===== config.mk =====
export PLATFORM = sky130hd
export DESIGN_NAME = order_slot_state_machine_flat
export DESIGN_NICKNAME = d
export VERILOG_FILES = /design/src/hw/rtl/osm_pkg.sv /design/src/hw/rtl/osm_ifs.sv /design/src/hw/rtl/order_slot_state_machine.sv /design/src/hw/rtl/osm_slot_mem.sv /design/src/hw/rtl/osm_slot_logic.sv /design/src/hw/rtl/osm_out_fifo.sv /design/src/flat_wrapper.sv
export SDC_FILE = /design/constraint.sdc
export NUM_CORES = 2
export LEC_CHECK = 0
export ABC_AREA = 0
export ABC_CLOCK_PERIOD_IN_PS = 36200
export BUFFER_PORTS_ARGS = -buffer_cell sky130_fd_sc_hd__buf_2
export CORE_AREA = 2 2 770 772
export DETAILED_ROUTE_END_ITERATION = 8
export DIE_AREA = 0 0 772 774
export PLACE_DENSITY = 0.42
export REMOVE_ABC_BUFFERS = 1
export SYNTH_ARGS = -nofsm -noshare
export SYNTH_HDL_FRONTEND = slang
export SYNTH_HIERARCHICAL = 1
export SYNTH_SLANG_ARGS = --single-unit

===== constraint.sdc =====
create_clock -name clk -period 36.2 [get_ports clk]
set_clock_uncertainty 0.1 [all_clocks]
set_input_delay 9.05 -clock clk [delete_from_list [all_inputs] [get_ports clk]]
set_output_delay 9.05 -clock clk [all_outputs]
set_load 0.02 [all_outputs]

===== src/hw/rtl/osm_pkg.sv =====
// ----------------------------------------------------------------------------
// osm_pkg
// Shared types and constants of the order slot state machine.
// ----------------------------------------------------------------------------
`default_nettype none

package osm_pkg;

  localparam int INST_COUNT = 16;
  localparam int ROW_W      = (INST_COUNT > 1) ? $clog2(INST_COUNT) : 1;

  localparam int FIFO_DEPTH = 4;
  localparam int FIFO_PTR_W = $clog2(FIFO_DEPTH);
  localparam int FIFO_CNT_W = $clog2(FIFO_DEPTH + 1);

  localparam logic [2:0] OFFSET_OPEN = 3'd0;
  localparam logic [2:0] OFFSET_BAD  = 3'd7;

  typedef enum logic [1:0] {
    OP_RESPONSE = 2'd0,
    OP_QUOTE    = 2'd1,
    OP_CLOSE    = 2'd2
  } op_t;

  typedef enum logic [2:0] {
    RESP_ACCEPTED        = 3'd0,
    RESP_FILLED          = 3'd1,
    RESP_CANCELED        = 3'd2,
    RESP_REJECTED        = 3'd3,
    RESP_CANCEL_REJECTED = 3'd4,
    RESP_INVALID         = 3'd5
  } resp_t;

  typedef enum logic [2:0] {
    ST_INVALID        = 3'd0,
    ST_PENDING_NEW    = 3'd1,
    ST_LIVE           = 3'd2,
    ST_PENDING_CANCEL = 3'd3,
    ST_DEAD           = 3'd4
  } slot_st_t;

  typedef enum logic {
    REQ_NEW    = 1'b0,
    REQ_CANCEL = 1'b1
  } req_kind_t;

  typedef enum logic {
    CTL_IDLE,
    CTL_EXEC
  } ctl_st_t;

  typedef struct packed {
    logic [1:0]  operation;
    logic [7:0]  instrument;
    logic        order_side;
    logic [2:0]  response_kind;
    logic [31:0] leaves_quantity;
    logic [30:0] first_price;
    logic [30:0] second_price;
    logic [1:0]  price_valid_mask;
    logic [31:0] order_quantity;
    logic [2:0]  close_offset;
    logic [1:0]  risk_allowed_mask;
  } item_t;

  typedef struct packed {
    logic [31:0] order_id;
    logic [30:0] price;
    logic [31:0] quantity;
    logic [2:0]  offset;
  } slot_data_t;

  // one row holds the buy slot [0] and the sell slot [1] of an instrument
  typedef struct packed {
    slot_st_t   [1:0] st;
    slot_data_t [1:0] data;
  } row_t;

  typedef struct packed {
    logic             en;
    logic [ROW_W-1:0] addr;
    row_t             row;
  } mem_wr_t;

  typedef struct packed {
    req_kind_t   kind;
    logic [15:0] client;
    logic [7:0]  instrument;
    logic [31:0] order_id;
    logic        side;
    logic [30:0] price;
    logic [31:0] quantity;
    logic [2:0]  offset;
    logic        last;
  } req_t;

  typedef struct packed {
    logic                  room2;
    logic [FIFO_CNT_W-1:0] count;
  } fifo_stat_t;

endpackage

`default_nettype wire


===== src/hw/rtl/osm_ifs.sv =====
// ----------------------------------------------------------------------------
// osm interfaces
// Valid/ready channels for input items, outgoing requests and configuration.
// ----------------------------------------------------------------------------
`default_nettype none

interface osm_in_if;
  logic        valid;
  logic        ready;
  logic [1:0]  operation;
  logic [7:0]  instrument;
  logic        order_side;
  logic [2:0]  response_kind;
  logic [31:0] leaves_quantity;
  logic [30:0] first_price;
  logic [30:0] second_price;
  logic [1:0]  price_valid_mask;
  logic [31:0] order_quantity;
  logic [2:0]  close_offset;
  logic [1:0]  risk_allowed_mask;

  modport source (
    output valid, operation, instrument, order_side, response_kind, leaves_quantity,
           first_price, second_price, price_valid_mask, order_quantity, close_offset,
           risk_allowed_mask,
    input  ready
  );
  modport sink (
    input  valid, operation, instrument, order_side, response_kind, leaves_quantity,
           first_price, second_price, price_valid_mask, order_quantity, close_offset,
           risk_allowed_mask,
    output ready
  );
endinterface

interface osm_out_if;
  logic        valid;
  logic        ready;
  logic        request_kind;
  logic [15:0] request_client;
  logic [7:0]  request_instrument;
  logic [31:0] request_order_id;
  logic        request_side;
  logic [30:0] request_price;
  logic [31:0] request_quantity;
  logic [2:0]  request_offset;
  logic        last_of_run;

  modport source (
    output valid, request_kind, request_client, request_instrument, request_order_id,
           request_side, request_price, request_quantity, request_offset, last_of_run,
    input  ready
  );
  modport sink (
    input  valid, request_kind, request_client, request_instrument, request_order_id,
           request_side, request_price, request_quantity, request_offset, last_of_run,
    output ready
  );
endinterface

interface osm_cfg_if;
  logic        valid;
  logic        ready;
  logic [15:0] data;

  modport source (output valid, data, input ready);
  modport sink (input valid, data, output ready);
endinterface

`default_nettype wire


===== src/hw/rtl/order_slot_state_machine.sv =====
// ----------------------------------------------------------------------------
// order_slot_state_machine
// Order slot per instrument and side; emits new and cancel requests.
// ----------------------------------------------------------------------------
// For every input item, in the cycle it is accepted the row of
// its instrument (buy and sell slot together) is read from the slot memories,
// and in the next cycle the row is updated, written back and up to two
// requests are queued. Because the slot row is read and then written, a new item
// is taken only once the row is written and the request queue has room for two
// more requests, so a stalled request sink stops intake once three requests are
// queued. Reset clears the row valid bits at once, so there is no clearing pass;
// the client number may be written at any time while idle.
`default_nettype none

module order_slot_state_machine (
  input  logic       clk,
  input  logic       rst_n,
  osm_in_if.sink     in_if,
  osm_out_if.source  out_if,
  osm_cfg_if.sink    cfg_if
);

  osm_pkg::ctl_st_t    ctl_r;
  osm_pkg::ctl_st_t    ctl_nxt;
  osm_pkg::item_t      item_r;
  logic                in_range_r;
  logic [15:0]         client_r;
  logic [31:0]         next_id_r;
  logic [31:0]         next_id_nxt;
  logic                in_fire;
  logic                exec_wr;
  osm_pkg::row_t       rd_row;
  osm_pkg::row_t       wr_row;
  osm_pkg::mem_wr_t    wr;
  osm_pkg::req_t       res0;
  osm_pkg::req_t       res1;
  logic [1:0]          res_n;
  logic [1:0]          push_n;
  osm_pkg::req_t       head;
  logic                head_valid;
  osm_pkg::fifo_stat_t fifo_stat;

  assign cfg_if.ready = 1'b1;
  assign in_if.ready  = (ctl_r == osm_pkg::CTL_IDLE) && fifo_stat.room2;
  assign in_fire      = in_if.valid && in_if.ready;
  assign exec_wr      = (ctl_r == osm_pkg::CTL_EXEC) && in_range_r;

  always_comb begin
    ctl_nxt = ctl_r;
    unique case (ctl_r)
      osm_pkg::CTL_IDLE: begin
        if (in_fire) begin
          ctl_nxt = osm_pkg::CTL_EXEC;
        end
      end
      osm_pkg::CTL_EXEC: begin
        ctl_nxt = osm_pkg::CTL_IDLE;
      end
      default: begin
        ctl_nxt = osm_pkg::CTL_IDLE;
      end
    endcase
  end

  always_ff @(posedge clk) begin
    if (!rst_n) begin
      ctl_r      <= osm_pkg::CTL_IDLE;
      in_range_r <= 1'b0;
      client_r   <= 16'd0;
      next_id_r  <= 32'd0;
    end else begin
      ctl_r <= ctl_nxt;
      if (in_fire) begin
        in_range_r <= ({1'b0, in_if.instrument} < 9'(osm_pkg::INST_COUNT));
      end
      if (cfg_if.valid && cfg_if.ready) begin
        client_r <= cfg_if.data;
      end
      if (exec_wr) begin
        next_id_r <= next_id_nxt;
      end
    end
  end

  always_ff @(posedge clk) begin
    if (in_fire) begin
      item_r.operation         <= in_if.operation;
      item_r.instrument        <= in_if.instrument;
      item_r.order_side        <= in_if.order_side;
      item_r.response_kind     <= in_if.response_kind;
      item_r.leaves_quantity   <= in_if.leaves_quantity;
      item_r.first_price       <= in_if.first_price;
      item_r.second_price      <= in_if.second_price;
      item_r.price_valid_mask  <= in_if.price_valid_mask;
      item_r.order_quantity    <= in_if.order_quantity;
      item_r.close_offset      <= in_if.close_offset;
      item_r.risk_allowed_mask <= in_if.risk_allowed_mask;
    end
  end

  always_comb begin
    wr.en   = exec_wr;
    wr.addr = item_r.instrument[osm_pkg::ROW_W-1:0];
    wr.row  = wr_row;
  end

  osm_slot_mem u_mem (
    .clk     (clk),
    .rst_n   (rst_n),
    .rd_en   (in_fire),
    .rd_addr (in_if.instrument[osm_pkg::ROW_W-1:0]),
    .wr      (wr),
    .rd_row  (rd_row)
  );

  osm_slot_logic u_logic (
    .item        (item_r),
    .rd_row      (rd_row),
    .client      (client_r),
    .next_id     (next_id_r),
    .wr_row      (wr_row),
    .res0        (res0),
    .res1        (res1),
    .res_n       (res_n),
    .next_id_nxt (next_id_nxt)
  );

  // out-of-range instruments leave no trace
  assign push_n = exec_wr ? res_n : 2'd0;

  osm_out_fifo u_fifo (
    .clk        (clk),
    .rst_n      (rst_n),
    .push_n     (push_n),
    .in0        (res0),
    .in1        (res1),
    .pop        (out_if.valid && out_if.ready),
    .head       (head),
    .head_valid (head_valid),
    .stat       (fifo_stat)
  );

  assign out_if.valid              = head_valid;
  assign out_if.request_kind       = head.kind;
  assign out_if.request_client     = head.client;
  assign out_if.request_instrument = head.instrument;
  assign out_if.request_order_id   = head.order_id;
  assign out_if.request_side       = head.side;
  assign out_if.request_price      = head.price;
  assign out_if.request_quantity   = head.quantity;
  assign out_if.request_offset     = head.offset;
  assign out_if.last_of_run        = head.last;

  a_exec_room: assert property (@(posedge clk) disable iff (!rst_n)
    (ctl_r == osm_pkg::CTL_EXEC) |-> fifo_stat.room2)
    else $error("request queue lacks room for an item in flight");

  a_out_of_range: assert property (@(posedge clk) disable iff (!rst_n)
    (ctl_r == osm_pkg::CTL_EXEC && !in_range_r) |-> (push_n == 2'd0 && !wr.en))
    else $error("out-of-range instrument touched state or queue");

  a_id_hold: assert property (@(posedge clk) disable iff (!rst_n)
    (ctl_r == osm_pkg::CTL_IDLE) |=> (next_id_r == $past(next_id_r)))
    else $error("order id counter moved without an item");

  a_id_step: assert property (@(posedge clk) disable iff (!rst_n)
    exec_wr |=> ((next_id_r - $past(next_id_r)) == 32'($past(res_n)) ||
                 (next_id_r - $past(next_id_r)) < 32'($past(res_n))))
    else $error("order id counter ran ahead of the requests queued");

  a_no_accept_exec: assert property (@(posedge clk) disable iff (!rst_n)
    in_fire |=> !in_if.ready)
    else $error("item accepted while a row update is pending");

endmodule

`default_nettype wire


===== src/hw/rtl/osm_slot_mem.sv =====
// ----------------------------------------------------------------------------
// osm_slot_mem
// Per-instrument slot rows: status and order data memories, registered read.
// ----------------------------------------------------------------------------
`default_nettype none

module osm_slot_mem (
  input  logic                      clk,
  input  logic                      rst_n,
  input  logic                      rd_en,
  input  logic [osm_pkg::ROW_W-1:0] rd_addr,
  input  osm_pkg::mem_wr_t          wr,
  output osm_pkg::row_t             rd_row
);

  osm_pkg::slot_st_t   [1:0] st_mem   [osm_pkg::INST_COUNT];
  osm_pkg::slot_data_t [1:0] data_mem [osm_pkg::INST_COUNT];

  logic [osm_pkg::INST_COUNT-1:0] vld_r;
  logic                           vld_q_r;
  osm_pkg::slot_st_t   [1:0]      st_q_r;
  osm_pkg::slot_data_t [1:0]      data_q_r;

  always_ff @(posedge clk) begin
    if (wr.en) begin
      st_mem[wr.addr]   <= wr.row.st;
      data_mem[wr.addr] <= wr.row.data;
    end
    if (rd_en) begin
      st_q_r   <= st_mem[rd_addr];
      data_q_r <= data_mem[rd_addr];
    end
  end

  // row valid bits stand in for clearing the status memory
  always_ff @(posedge clk) begin
    if (!rst_n) begin
      vld_r   <= '0;
      vld_q_r <= 1'b0;
    end else begin
      if (wr.en) begin
        vld_r[wr.addr] <= 1'b1;
      end
      if (rd_en) begin
        vld_q_r <= vld_r[rd_addr];
      end
    end
  end

  always_comb begin
    rd_row.data  = data_q_r;
    rd_row.st[0] = vld_q_r ? st_q_r[0] : osm_pkg::ST_INVALID;
    rd_row.st[1] = vld_q_r ? st_q_r[1] : osm_pkg::ST_INVALID;
  end

endmodule

`default_nettype wire


===== src/hw/rtl/osm_slot_logic.sv =====
// ----------------------------------------------------------------------------
// osm_slot_logic
// Update of one instrument row and the requests that the item causes.
// ----------------------------------------------------------------------------
`default_nettype none

module osm_slot_logic (
  input  osm_pkg::item_t  item,
  input  osm_pkg::row_t   rd_row,
  input  logic [15:0]     client,
  input  logic [31:0]     next_id,
  output osm_pkg::row_t   wr_row,
  output osm_pkg::req_t   res0,
  output osm_pkg::req_t   res1,
  output logic [1:0]      res_n,
  output logic [31:0]     next_id_nxt
);

  typedef struct packed {
    logic                emit;
    logic                took_id;
    osm_pkg::slot_st_t   st;
    osm_pkg::slot_data_t data;
    osm_pkg::req_t       req;
  } drv_t;

  function automatic drv_t drive(
    input osm_pkg::slot_st_t   st,
    input osm_pkg::slot_data_t d,
    input logic                price_ok,
    input logic [30:0]         price,
    input logic [31:0]         qty,
    input logic [2:0]          off,
    input logic                risk_ok,
    input logic [31:0]         id,
    input logic [7:0]          inst,
    input logic                side,
    input logic [15:0]         cli
  );
    drv_t r;
    r.emit             = 1'b0;
    r.took_id          = 1'b0;
    r.st               = st;
    r.data             = d;
    r.req.kind         = osm_pkg::REQ_NEW;
    r.req.client       = cli;
    r.req.instrument   = inst;
    r.req.order_id     = id;
    r.req.side         = side;
    r.req.price        = price;
    r.req.quantity     = qty;
    r.req.offset       = off;
    r.req.last         = 1'b0;
    unique case (st)
      osm_pkg::ST_LIVE: begin
        // an invalid price always counts as a change
        if (!price_ok || d.price != price || d.quantity != qty || d.offset != off) begin
          r.emit         = 1'b1;
          r.req.kind     = osm_pkg::REQ_CANCEL;
          r.req.client   = 16'd0;
          r.req.order_id = d.order_id;
          r.req.price    = d.price;
          r.req.quantity = d.quantity;
          r.req.offset   = d.offset;
          r.st           = osm_pkg::ST_PENDING_CANCEL;
        end
      end
      osm_pkg::ST_INVALID, osm_pkg::ST_DEAD: begin
        if (price_ok && qty != 32'd0 && risk_ok) begin
          r.emit          = 1'b1;
          r.took_id       = 1'b1;
          r.data.order_id = id;
          r.data.price    = price;
          r.data.quantity = qty;
          r.data.offset   = off;
          r.st            = osm_pkg::ST_PENDING_NEW;
        end
      end
      default: begin
      end
    endcase
    return r;
  endfunction

  drv_t        d0;
  drv_t        d1;
  logic [31:0] id1;
  logic        side;

  always_comb begin
    d0          = '0;
    d1          = '0;
    id1         = next_id;
    side        = item.order_side;
    wr_row      = rd_row;
    res0        = '0;
    res1        = '0;
    res_n       = 2'd0;
    next_id_nxt = next_id;
    unique case (item.operation)
      osm_pkg::OP_RESPONSE: begin
        unique case (item.response_kind)
          osm_pkg::RESP_ACCEPTED: begin
            wr_row.st[side] = osm_pkg::ST_LIVE;
          end
          osm_pkg::RESP_FILLED: begin
            wr_row.data[side].quantity = item.leaves_quantity;
            if (item.leaves_quantity == 32'd0) begin
              wr_row.st[side] = osm_pkg::ST_DEAD;
            end
          end
          osm_pkg::RESP_CANCELED, osm_pkg::RESP_REJECTED: begin
            wr_row.st[side] = osm_pkg::ST_DEAD;
          end
          default: begin
          end
        endcase
      end
      osm_pkg::OP_QUOTE: begin
        d0 = drive(rd_row.st[0], rd_row.data[0], item.price_valid_mask[0], item.first_price,
                   item.order_quantity, osm_pkg::OFFSET_OPEN, item.risk_allowed_mask[0],
                   next_id, item.instrument, 1'b0, client);
        id1 = next_id + {31'd0, d0.took_id};
        d1 = drive(rd_row.st[1], rd_row.data[1], item.price_valid_mask[1], item.second_price,
                   item.order_quantity, osm_pkg::OFFSET_OPEN, item.risk_allowed_mask[1],
                   id1, item.instrument, 1'b1, client);
        wr_row.st[0]   = d0.st;
        wr_row.data[0] = d0.data;
        wr_row.st[1]   = d1.st;
        wr_row.data[1] = d1.data;
        next_id_nxt    = id1 + {31'd0, d1.took_id};
        if (d0.emit) begin
          res0 = d0.req;
          res1 = d1.req;
        end else begin
          res0 = d1.req;
        end
        res_n = {1'b0, d0.emit} + {1'b0, d1.emit};
      end
      osm_pkg::OP_CLOSE: begin
        // bad offset or failed risk: no action at all, not even a cancel
        if (item.close_offset != osm_pkg::OFFSET_BAD && item.risk_allowed_mask[side]) begin
          d0 = drive(rd_row.st[side], rd_row.data[side], item.price_valid_mask[0],
                     item.first_price, item.order_quantity, item.close_offset, 1'b1,
                     next_id, item.instrument, side, client);
          wr_row.st[side]   = d0.st;
          wr_row.data[side] = d0.data;
          next_id_nxt       = next_id + {31'd0, d0.took_id};
          res0              = d0.req;
          res_n             = {1'b0, d0.emit};
        end
      end
      default: begin
      end
    endcase
    if (res_n == 2'd2) begin
      res1.last = 1'b1;
    end else if (res_n == 2'd1) begin
      res0.last = 1'b1;
    end
  end

endmodule

`default_nettype wire


===== src/hw/rtl/osm_out_fifo.sv =====
// ----------------------------------------------------------------------------
// osm_out_fifo
// Small request queue: takes up to two requests a cycle, hands out one.
// ----------------------------------------------------------------------------
`default_nettype none

module osm_out_fifo (
  input  logic                clk,
  input  logic                rst_n,
  input  logic [1:0]          push_n,
  input  osm_pkg::req_t       in0,
  input  osm_pkg::req_t       in1,
  input  logic                pop,
  output osm_pkg::req_t       head,
  output logic                head_valid,
  output osm_pkg::fifo_stat_t stat
);

  osm_pkg::req_t                    mem_r [osm_pkg::FIFO_DEPTH];
  logic [osm_pkg::FIFO_PTR_W-1:0]   wr_ptr_r;
  logic [osm_pkg::FIFO_PTR_W-1:0]   wr_ptr_nxt;
  logic [osm_pkg::FIFO_PTR_W-1:0]   wr_ptr_p1;
  logic [osm_pkg::FIFO_PTR_W-1:0]   rd_ptr_r;
  logic [osm_pkg::FIFO_PTR_W-1:0]   rd_ptr_nxt;
  logic [osm_pkg::FIFO_CNT_W-1:0]   cnt_r;
  logic [osm_pkg::FIFO_CNT_W-1:0]   cnt_nxt;

  always_comb begin
    wr_ptr_p1  = wr_ptr_r + 1'b1;
    wr_ptr_nxt = wr_ptr_r + osm_pkg::FIFO_PTR_W'(push_n);
    rd_ptr_nxt = rd_ptr_r + osm_pkg::FIFO_PTR_W'(pop);
    cnt_nxt    = cnt_r + osm_pkg::FIFO_CNT_W'(push_n) - osm_pkg::FIFO_CNT_W'(pop);
  end

  always_ff @(posedge clk) begin
    if (push_n != 2'd0) begin
      mem_r[wr_ptr_r] <= in0;
    end
    if (push_n == 2'd2) begin
      mem_r[wr_ptr_p1] <= in1;
    end
  end

  always_ff @(posedge clk) begin
    if (!rst_n) begin
      wr_ptr_r <= '0;
      rd_ptr_r <= '0;
      cnt_r    <= '0;
    end else begin
      wr_ptr_r <= wr_ptr_nxt;
      rd_ptr_r <= rd_ptr_nxt;
      cnt_r    <= cnt_nxt;
    end
  end

  assign head       = mem_r[rd_ptr_r];
  assign head_valid = (cnt_r != '0);
  assign stat.count = cnt_r;
  assign stat.room2 = (cnt_r <= osm_pkg::FIFO_CNT_W'(osm_pkg::FIFO_DEPTH - 2));

endmodule

`default_nettype wire

===== src/flat_wrapper.sv =====
// flat-port wrapper written by rule: the top's interface ports become plain ports
module order_slot_state_machine_flat 
  (clk, rst_n, in_if_valid, in_if_operation, in_if_instrument, in_if_order_side, in_if_response_kind, in_if_leaves_quantity, in_if_first_price, in_if_second_price, in_if_price_valid_mask, in_if_order_quantity, in_if_close_offset, in_if_risk_allowed_mask, in_if_ready, out_if_valid, out_if_request_kind, out_if_request_client, out_if_request_instrument, out_if_request_order_id, out_if_request_side, out_if_request_price, out_if_request_quantity, out_if_request_offset, out_if_last_of_run, out_if_ready, cfg_if_valid, cfg_if_data, cfg_if_ready);
  osm_in_if in_if_i ();
  osm_out_if out_if_i ();
  osm_cfg_if cfg_if_i ();
  input  logic clk;
  input  logic rst_n;
  input wire logic [$bits(in_if_i.valid)-1:0] in_if_valid;
  input wire logic [$bits(in_if_i.operation)-1:0] in_if_operation;
  input wire logic [$bits(in_if_i.instrument)-1:0] in_if_instrument;
  input wire logic [$bits(in_if_i.order_side)-1:0] in_if_order_side;
  input wire logic [$bits(in_if_i.response_kind)-1:0] in_if_response_kind;
  input wire logic [$bits(in_if_i.leaves_quantity)-1:0] in_if_leaves_quantity;
  input wire logic [$bits(in_if_i.first_price)-1:0] in_if_first_price;
  input wire logic [$bits(in_if_i.second_price)-1:0] in_if_second_price;
  input wire logic [$bits(in_if_i.price_valid_mask)-1:0] in_if_price_valid_mask;
  input wire logic [$bits(in_if_i.order_quantity)-1:0] in_if_order_quantity;
  input wire logic [$bits(in_if_i.close_offset)-1:0] in_if_close_offset;
  input wire logic [$bits(in_if_i.risk_allowed_mask)-1:0] in_if_risk_allowed_mask;
  output wire logic [$bits(in_if_i.ready)-1:0] in_if_ready;
  output wire logic [$bits(out_if_i.valid)-1:0] out_if_valid;
  output wire logic [$bits(out_if_i.request_kind)-1:0] out_if_request_kind;
  output wire logic [$bits(out_if_i.request_client)-1:0] out_if_request_client;
  output wire logic [$bits(out_if_i.request_instrument)-1:0] out_if_request_instrument;
  output wire logic [$bits(out_if_i.request_order_id)-1:0] out_if_request_order_id;
  output wire logic [$bits(out_if_i.request_side)-1:0] out_if_request_side;
  output wire logic [$bits(out_if_i.request_price)-1:0] out_if_request_price;
  output wire logic [$bits(out_if_i.request_quantity)-1:0] out_if_request_quantity;
  output wire logic [$bits(out_if_i.request_offset)-1:0] out_if_request_offset;
  output wire logic [$bits(out_if_i.last_of_run)-1:0] out_if_last_of_run;
  input wire logic [$bits(out_if_i.ready)-1:0] out_if_ready;
  input wire logic [$bits(cfg_if_i.valid)-1:0] cfg_if_valid;
  input wire logic [$bits(cfg_if_i.data)-1:0] cfg_if_data;
  output wire logic [$bits(cfg_if_i.ready)-1:0] cfg_if_ready;
  assign in_if_i.valid = in_if_valid;
  assign in_if_i.operation = in_if_operation;
  assign in_if_i.instrument = in_if_instrument;
  assign in_if_i.order_side = in_if_order_side;
  assign in_if_i.response_kind = in_if_response_kind;
  assign in_if_i.leaves_quantity = in_if_leaves_quantity;
  assign in_if_i.first_price = in_if_first_price;
  assign in_if_i.second_price = in_if_second_price;
  assign in_if_i.price_valid_mask = in_if_price_valid_mask;
  assign in_if_i.order_quantity = in_if_order_quantity;
  assign in_if_i.close_offset = in_if_close_offset;
  assign in_if_i.risk_allowed_mask = in_if_risk_allowed_mask;
  assign in_if_ready = in_if_i.ready;
  assign out_if_valid = out_if_i.valid;
  assign out_if_request_kind = out_if_i.request_kind;
  assign out_if_request_client = out_if_i.request_client;
  assign out_if_request_instrument = out_if_i.request_instrument;
  assign out_if_request_order_id = out_if_i.request_order_id;
  assign out_if_request_side = out_if_i.request_side;
  assign out_if_request_price = out_if_i.request_price;
  assign out_if_request_quantity = out_if_i.request_quantity;
  assign out_if_request_offset = out_if_i.request_offset;
  assign out_if_last_of_run = out_if_i.last_of_run;
  assign out_if_i.ready = out_if_ready;
  assign cfg_if_i.valid = cfg_if_valid;
  assign cfg_if_i.data = cfg_if_data;
  assign cfg_if_ready = cfg_if_i.ready;
  order_slot_state_machine u_core (.clk(clk), .rst_n(rst_n), .in_if(in_if_i), .out_if(out_if_i), .cfg_if(cfg_if_i));
endmodule

# --- Word level (Yosys, flattened, before mapping) ---
# Memories as Yosys holds them, arrays and structs flattened. A register that Yosys moved wholly into a read port is not among the register bits.
# Index checks and enable logic that the tools add are counted.
totals:
  ff_bits: 221
  ram_bits: 3732
  inputBits: 168
  output_inout_bits: 128
  elab_cells: 206
  n_memories: 3
mem_list:
  columns: ["memory", "words", "width", "read_ports", "rd_ports_with_merged_regs", "wr", "line", "text"]
  rows:
  - ["u_core.u_mem.data_mem", 16, 196, 1, 1, 1, "osm_slot_mem.sv:17", "osm_pkg::slot_data_t [1:0] data_mem [osm_pkg::INST_COUNT];"]
  - ["u_core.u_fifo.mem_r", 4, 125, 1, 1, 2, "osm_out_fifo.sv:19", "osm_pkg::req_t mem_r [osm_pkg::FIFO_DEPTH];"]
  - ["u_core.u_mem.st_mem", 16, 6, 1, 1, 1, "osm_slot_mem.sv:16", "osm_pkg::slot_st_t [1:0] st_mem [osm_pkg::INST_COUNT];"]
classes:
  add_sub_neg: 9
  n_lt_le_gt_ge: 7
  eq_ne: 23
  mux: 97
  bitwise: 8
  n_reduce_logical: 39
op_table:
  columns: ["op", "count"]
  rows:
  - ["$mux W98", 8]
  - ["$pmux W202 S3", 1]
  - ["$mux W125", 4]
  - ["$mux W66", 6]
  - ["$bwmux W196", 2]
  - ["$mux W103", 3]
  - ["$pmux W125 S2", 1]
  - ["$mux W32", 7]
  - ["$mux W202", 1]
  - ["$demux W98 S1", 2]
  - ["$mux W196", 1]
  - ["$mux W17", 6]
  - ["$add A32 B1 Y32", 3]
  - ["$ne A32 B32 Y1", 3]
  - ["$ne A31 B31 Y1", 3]
  - ["$pmux W32 S2", 1]
  - ["$mux W35", 1]
  - ["$logic_not A32 Y1", 1]
  - ["$reduce_bool A32 Y1", 1]
  - ["$mux W3", 10]
  - ["$mux W1", 27]
  - ["$pmux W3 S2", 3]
  - ["$pmux W6 S3", 1]
  - ["$or A16 B16 Y16", 1]
  - ["other kinds (41)", 86]

# --- Logic depth before layout (Yosys ltp) ---
depth:
  word_depth: 16
  ltp_mapped: 21
  ltp_nobuf: 17

# --- By module ---
# Netlist, hierarchy kept.
modules_own_cells:
  columns: ["mod", "instances", "cells_each", "area_per_inst_um2"]
  rows:
  - ["osm_slot_mem", 1, 5058, 128485.7]
  - ["osm_out_fifo", 1, 1252, 24831.3]
  - ["osm_slot_logic", 1, 2777, 16763.6]
  - ["order_slot_state_machine", 1, 353, 6286.0]

# --- Least setup slack after synthesis ---
# Ideal clock, no wire load.
synth_timing:
  kind: "input to register"
  start: "input port in_if_valid"
  end: "register u_core.u_mem.vld_q_r"
  t_arrival_ns: 18.022
  required_time_ns: 36.021
  setup_slack_ns: 17.999
  cell_stages: 5
  path_buffers: 0
  cell_sequence: "and2_1 > nand3_1 > a221oi_1 > nor2_1 > o211ai_1"
synth_between:
  elab_chain_cells: 1
synth_rtl:
  columns: ["item", "line", "text"]
  rows:
  - ["start, declared", "flat_wrapper.sv:9", "input wire logic [$bits(in_if_i.valid)-1:0] in_if_valid;"]
  - ["$logic_and A1 B1 Y1", "order_slot_state_machine.sv:45", "assign in_fire = in_if.valid && in_if.ready;"]
  - ["end signal, assigned", "osm_slot_mem.sv:45", "vld_q_r <= vld_r[rd_addr];"]
  - ["end, declared", "osm_slot_mem.sv:20", "logic vld_q_r;"]
# No other way between the ends.
# A chain may end at the register's enable or synchronous reset.

==> results.tsv <==
metric	value	unit
status	finished, final reports clean	
initial_core_util	30.0	%
syn_to_final_growth	15.1	%
fmaxAchievable	72.2	MHz
cts_resized	0	
vias	100000	
ant_nets	0	
grt_usage	21.5	%
preCtsSetupSlack	21.05	ns
crit_required	36.80	ns
min_period	13.84	ns
relSlewSlack	4.88	%
drt_pre_antenna_iters	7	
cts_buffers	451	
synth_edf_count	4081	
grt_pass1_wl	891000	um
cp-start-kind	input pin	
grt_overflow	0	
final_nets	10200	
cts.sinks	4155	
syn_area_per_cell	18.7	sq um
antenna_found_initial	59	
gp_congestion	0.848	
synthArstFlopShare	0	%
grtUsageMet1	29.6	%
ios	296	
hp-class	flop to flop	
syn-cell-area	176000	sq um
wl_per_cell	36.2	um
design.core.area	589000	sq um
gr-usage-met2	35.1	%
p_leak	64.5	nW
grtUsageMet3	2.85	%
grt_setup_unrepaired	no	
io_buffers	294	
drt_iter0_drc	11500	
top_usage_layer	met2	
core.rowCount	282	
die_w	772	um
wirelength	658000	um
dieArea	598000	sq um
die_h	774	um
critical_path_class	input pin to flop	
viasPerCell	5.49	
cts-root-buf	clkbuf_16	
drive_gt1_share	29.4	%
fin_crit_sh	38.2	%
clock_latency	1.06	ns
cts.htree.levels	5	
cts_buffer_depth	4	
fin_setup_tns	0	ns
tightest_slew	1.43	ns
hold_violations	0	
synth_top_flop_cell	edfxtp_1	
dp_hpwl	395000	um
cp-end-kind	flop	
setup_slack	22.36	ns
fin_util	34.5	%
crit_fanout	64	
final_max_slew_viol_count	0	
ys_types	88	
setup_viol	0	
clkTransAtPathRegs	0.06	ns
grt_pass1_vias	102000	
grt_max_degree	116	
cts_tree	yes	
yosysSeqAreaShare	70.3	%
post_cts_buffers	0	
layout_common_cells	4081 x edfxtp_1, 1045 x mux4_2, 458 x clkbuf_16	
power_density	60.5	nW/um^2
yosys_warnings	6	
syn_inst	9440	
ys_seq_elements	4155	
cts_hold_buffers	0	
layout.cells.most_common	edfxtp_1	
vdd_drop_max	0.0000467	V
crit_arrival	14.44	ns
cap_viol_max_count	0	
drc_errors	0	
## per-stage QoR
step | power [W] | std cells | instance area, sq um | hold WS, ns
after floorplan | 0.00684 | 8771 | 173000 | 0.335
final | 0.0123 | 18200 | 203000 | 0.363
after global placement | 0.00779 | 17300 | 189000 | 0.349
after detailed placement | 0.00783 | 17300 | 189000 | 0.353
after CTS | 0.0124 | 18200 | 203000 | 0.368
after global routing | 0.0127 | 18200 | 203000 | 0.378
## critical path: stages
cell      delay (ns)
buf_12          0.33
buf_4           0.65
buf_4           0.76
buf_4           0.81
buf_4           0.63
buf_4           0.70
mux4_2          0.58
nor2b_1         0.15
a211oi_1        0.27
a21oi_1         0.08
## cells in the mapped netlist (17+ instances only)
library cell | n | area [sq um]
edfxtp_1 | 4081 | 123000
mux4_2 | 1045 | 23500
mux2_2 | 402 | 4530
o21ai_0 | 383 | 1920
clkbuf_1 | 372 | 1400
nand2_1 | 362 | 1360
a21oi_1 | 358 | 1790
nor2_1 | 278 | 1040
mux2i_1 | 255 | 2550
buf_2 | 153 | 766
xor2_1 | 149 | 1310
a211oi_1 | 115 | 863
nor2b_1 | 108 | 676
a222oi_1 | 89 | 891
mux2_4 | 89 | 1340
xnor2_1 | 88 | 771
inv_1 | 82 | 308
nor4_1 | 76 | 475
dfxtp_1 | 74 | 1480
a221oi_1 | 56 | 490
buf_4 | 54 | 405
and3_1 | 49 | 307
buf_6 | 45 | 507
a22oi_1 | 44 | 330
a31oi_1 | 43 | 269
buf_1 | 41 | 154
mux2_1 | 41 | 462
and2_1 | 39 | 244
nand4_1 | 39 | 244
nand3_1 | 35 | 175
nand2b_1 | 34 | 213
o211ai_1 | 34 | 255
nor3_1 | 32 | 160
a221o_1 | 31 | 310
a2bb2oi_1 | 26 | 228
a41oi_1 | 21 | 184
o21a_1 | 17 | 128
## metal layers
metal / vias to the layer above / share of wire (%)
li1: 40000 / -
met3: 931 / 5.9
met5: - / 0.0050
met2: 4136 / 47
met4: 6 / 3.8
met1: 54900 / 43
## registers in the layout, indices dropped and copies added, names as in the netlist, 3 cells and up
| signal | cells |
|---|---|
| u_core/u_mem/data_mem | 3136 |
| u_core/u_fifo/mem_r | 500 |
| u_core/u_mem/rd_row | 196 |
| u_core/item_r | 147 |
| u_core/u_mem/st_mem | 96 |
| u_core/next_id_r | 32 |
| u_core/client_r | 16 |
| u_core/u_mem/vld_r | 16 |
| u_core/u_mem/st_q_r | 6 |
| u_core/u_fifo/cnt_r | 3 |
## where the power goes
group | switching [W] | leakage, nW | internal [W] | total [W]
Sequential | 0.000177 | 37.7 | 0.00570 | 0.00588
Combinational | 0.00132 | 19.9 | 0.000531 | 0.00185
Clock | 0.00197 | 7.00 | 0.00258 | 0.00455
## layout make-up
class | instances | area (sq um)
Clock inverter | 262 | 2450
Tap cell | 7810 | 9770
Multi-Input combinational cell | 4530 | 49300
Inverter | 86 | 333
Clock buffer | 567 | 12000
Antenna cell | 27 | 67.6
Timing Repair Buffer | 760 | 5180
Sequential cell | 4155 | 124000
Fill cell | 55400 | 385000
## cells by family (layout without fill, tap and decap cells)
family,after synthesis,count (layout),synth area share [%]
buffers and inverters,755,1675,2.04
AO/OA/AOI/OAI,1314,1314,4.80
other,1,28,0.00213
XOR/XNOR,239,239,1.20
multiplexers,1832,1832,18.4
flip-flops,4155,4155,70.3
AND/OR/NAND/NOR,1127,1127,3.13
adder cells (fa/ha/maj),17,17,0.125
## final timing paths
check                                      from                                   end  slack [ns]  cells past startpoint
max                         in_if_instrument[0]    u_core/u_mem/rd_row[188]$_DFFE_PP_       22.36                     10
min          u_core/u_mem/vld_r[4]$_SDFFE_PN0P_    u_core/u_mem/vld_r[4]$_SDFFE_PN0P_        0.36                      1
max reg2reg        u_core/item_r[136]$_DFFE_PP_  u_core/u_fifo/mem_r[2][62]$_DFFE_PP_       26.04                     16
min reg2reg  u_core/u_mem/vld_r[4]$_SDFFE_PN0P_    u_core/u_mem/vld_r[4]$_SDFFE_PN0P_        0.36                      1
No activity file was read; power rests on OpenSTA's default activity.
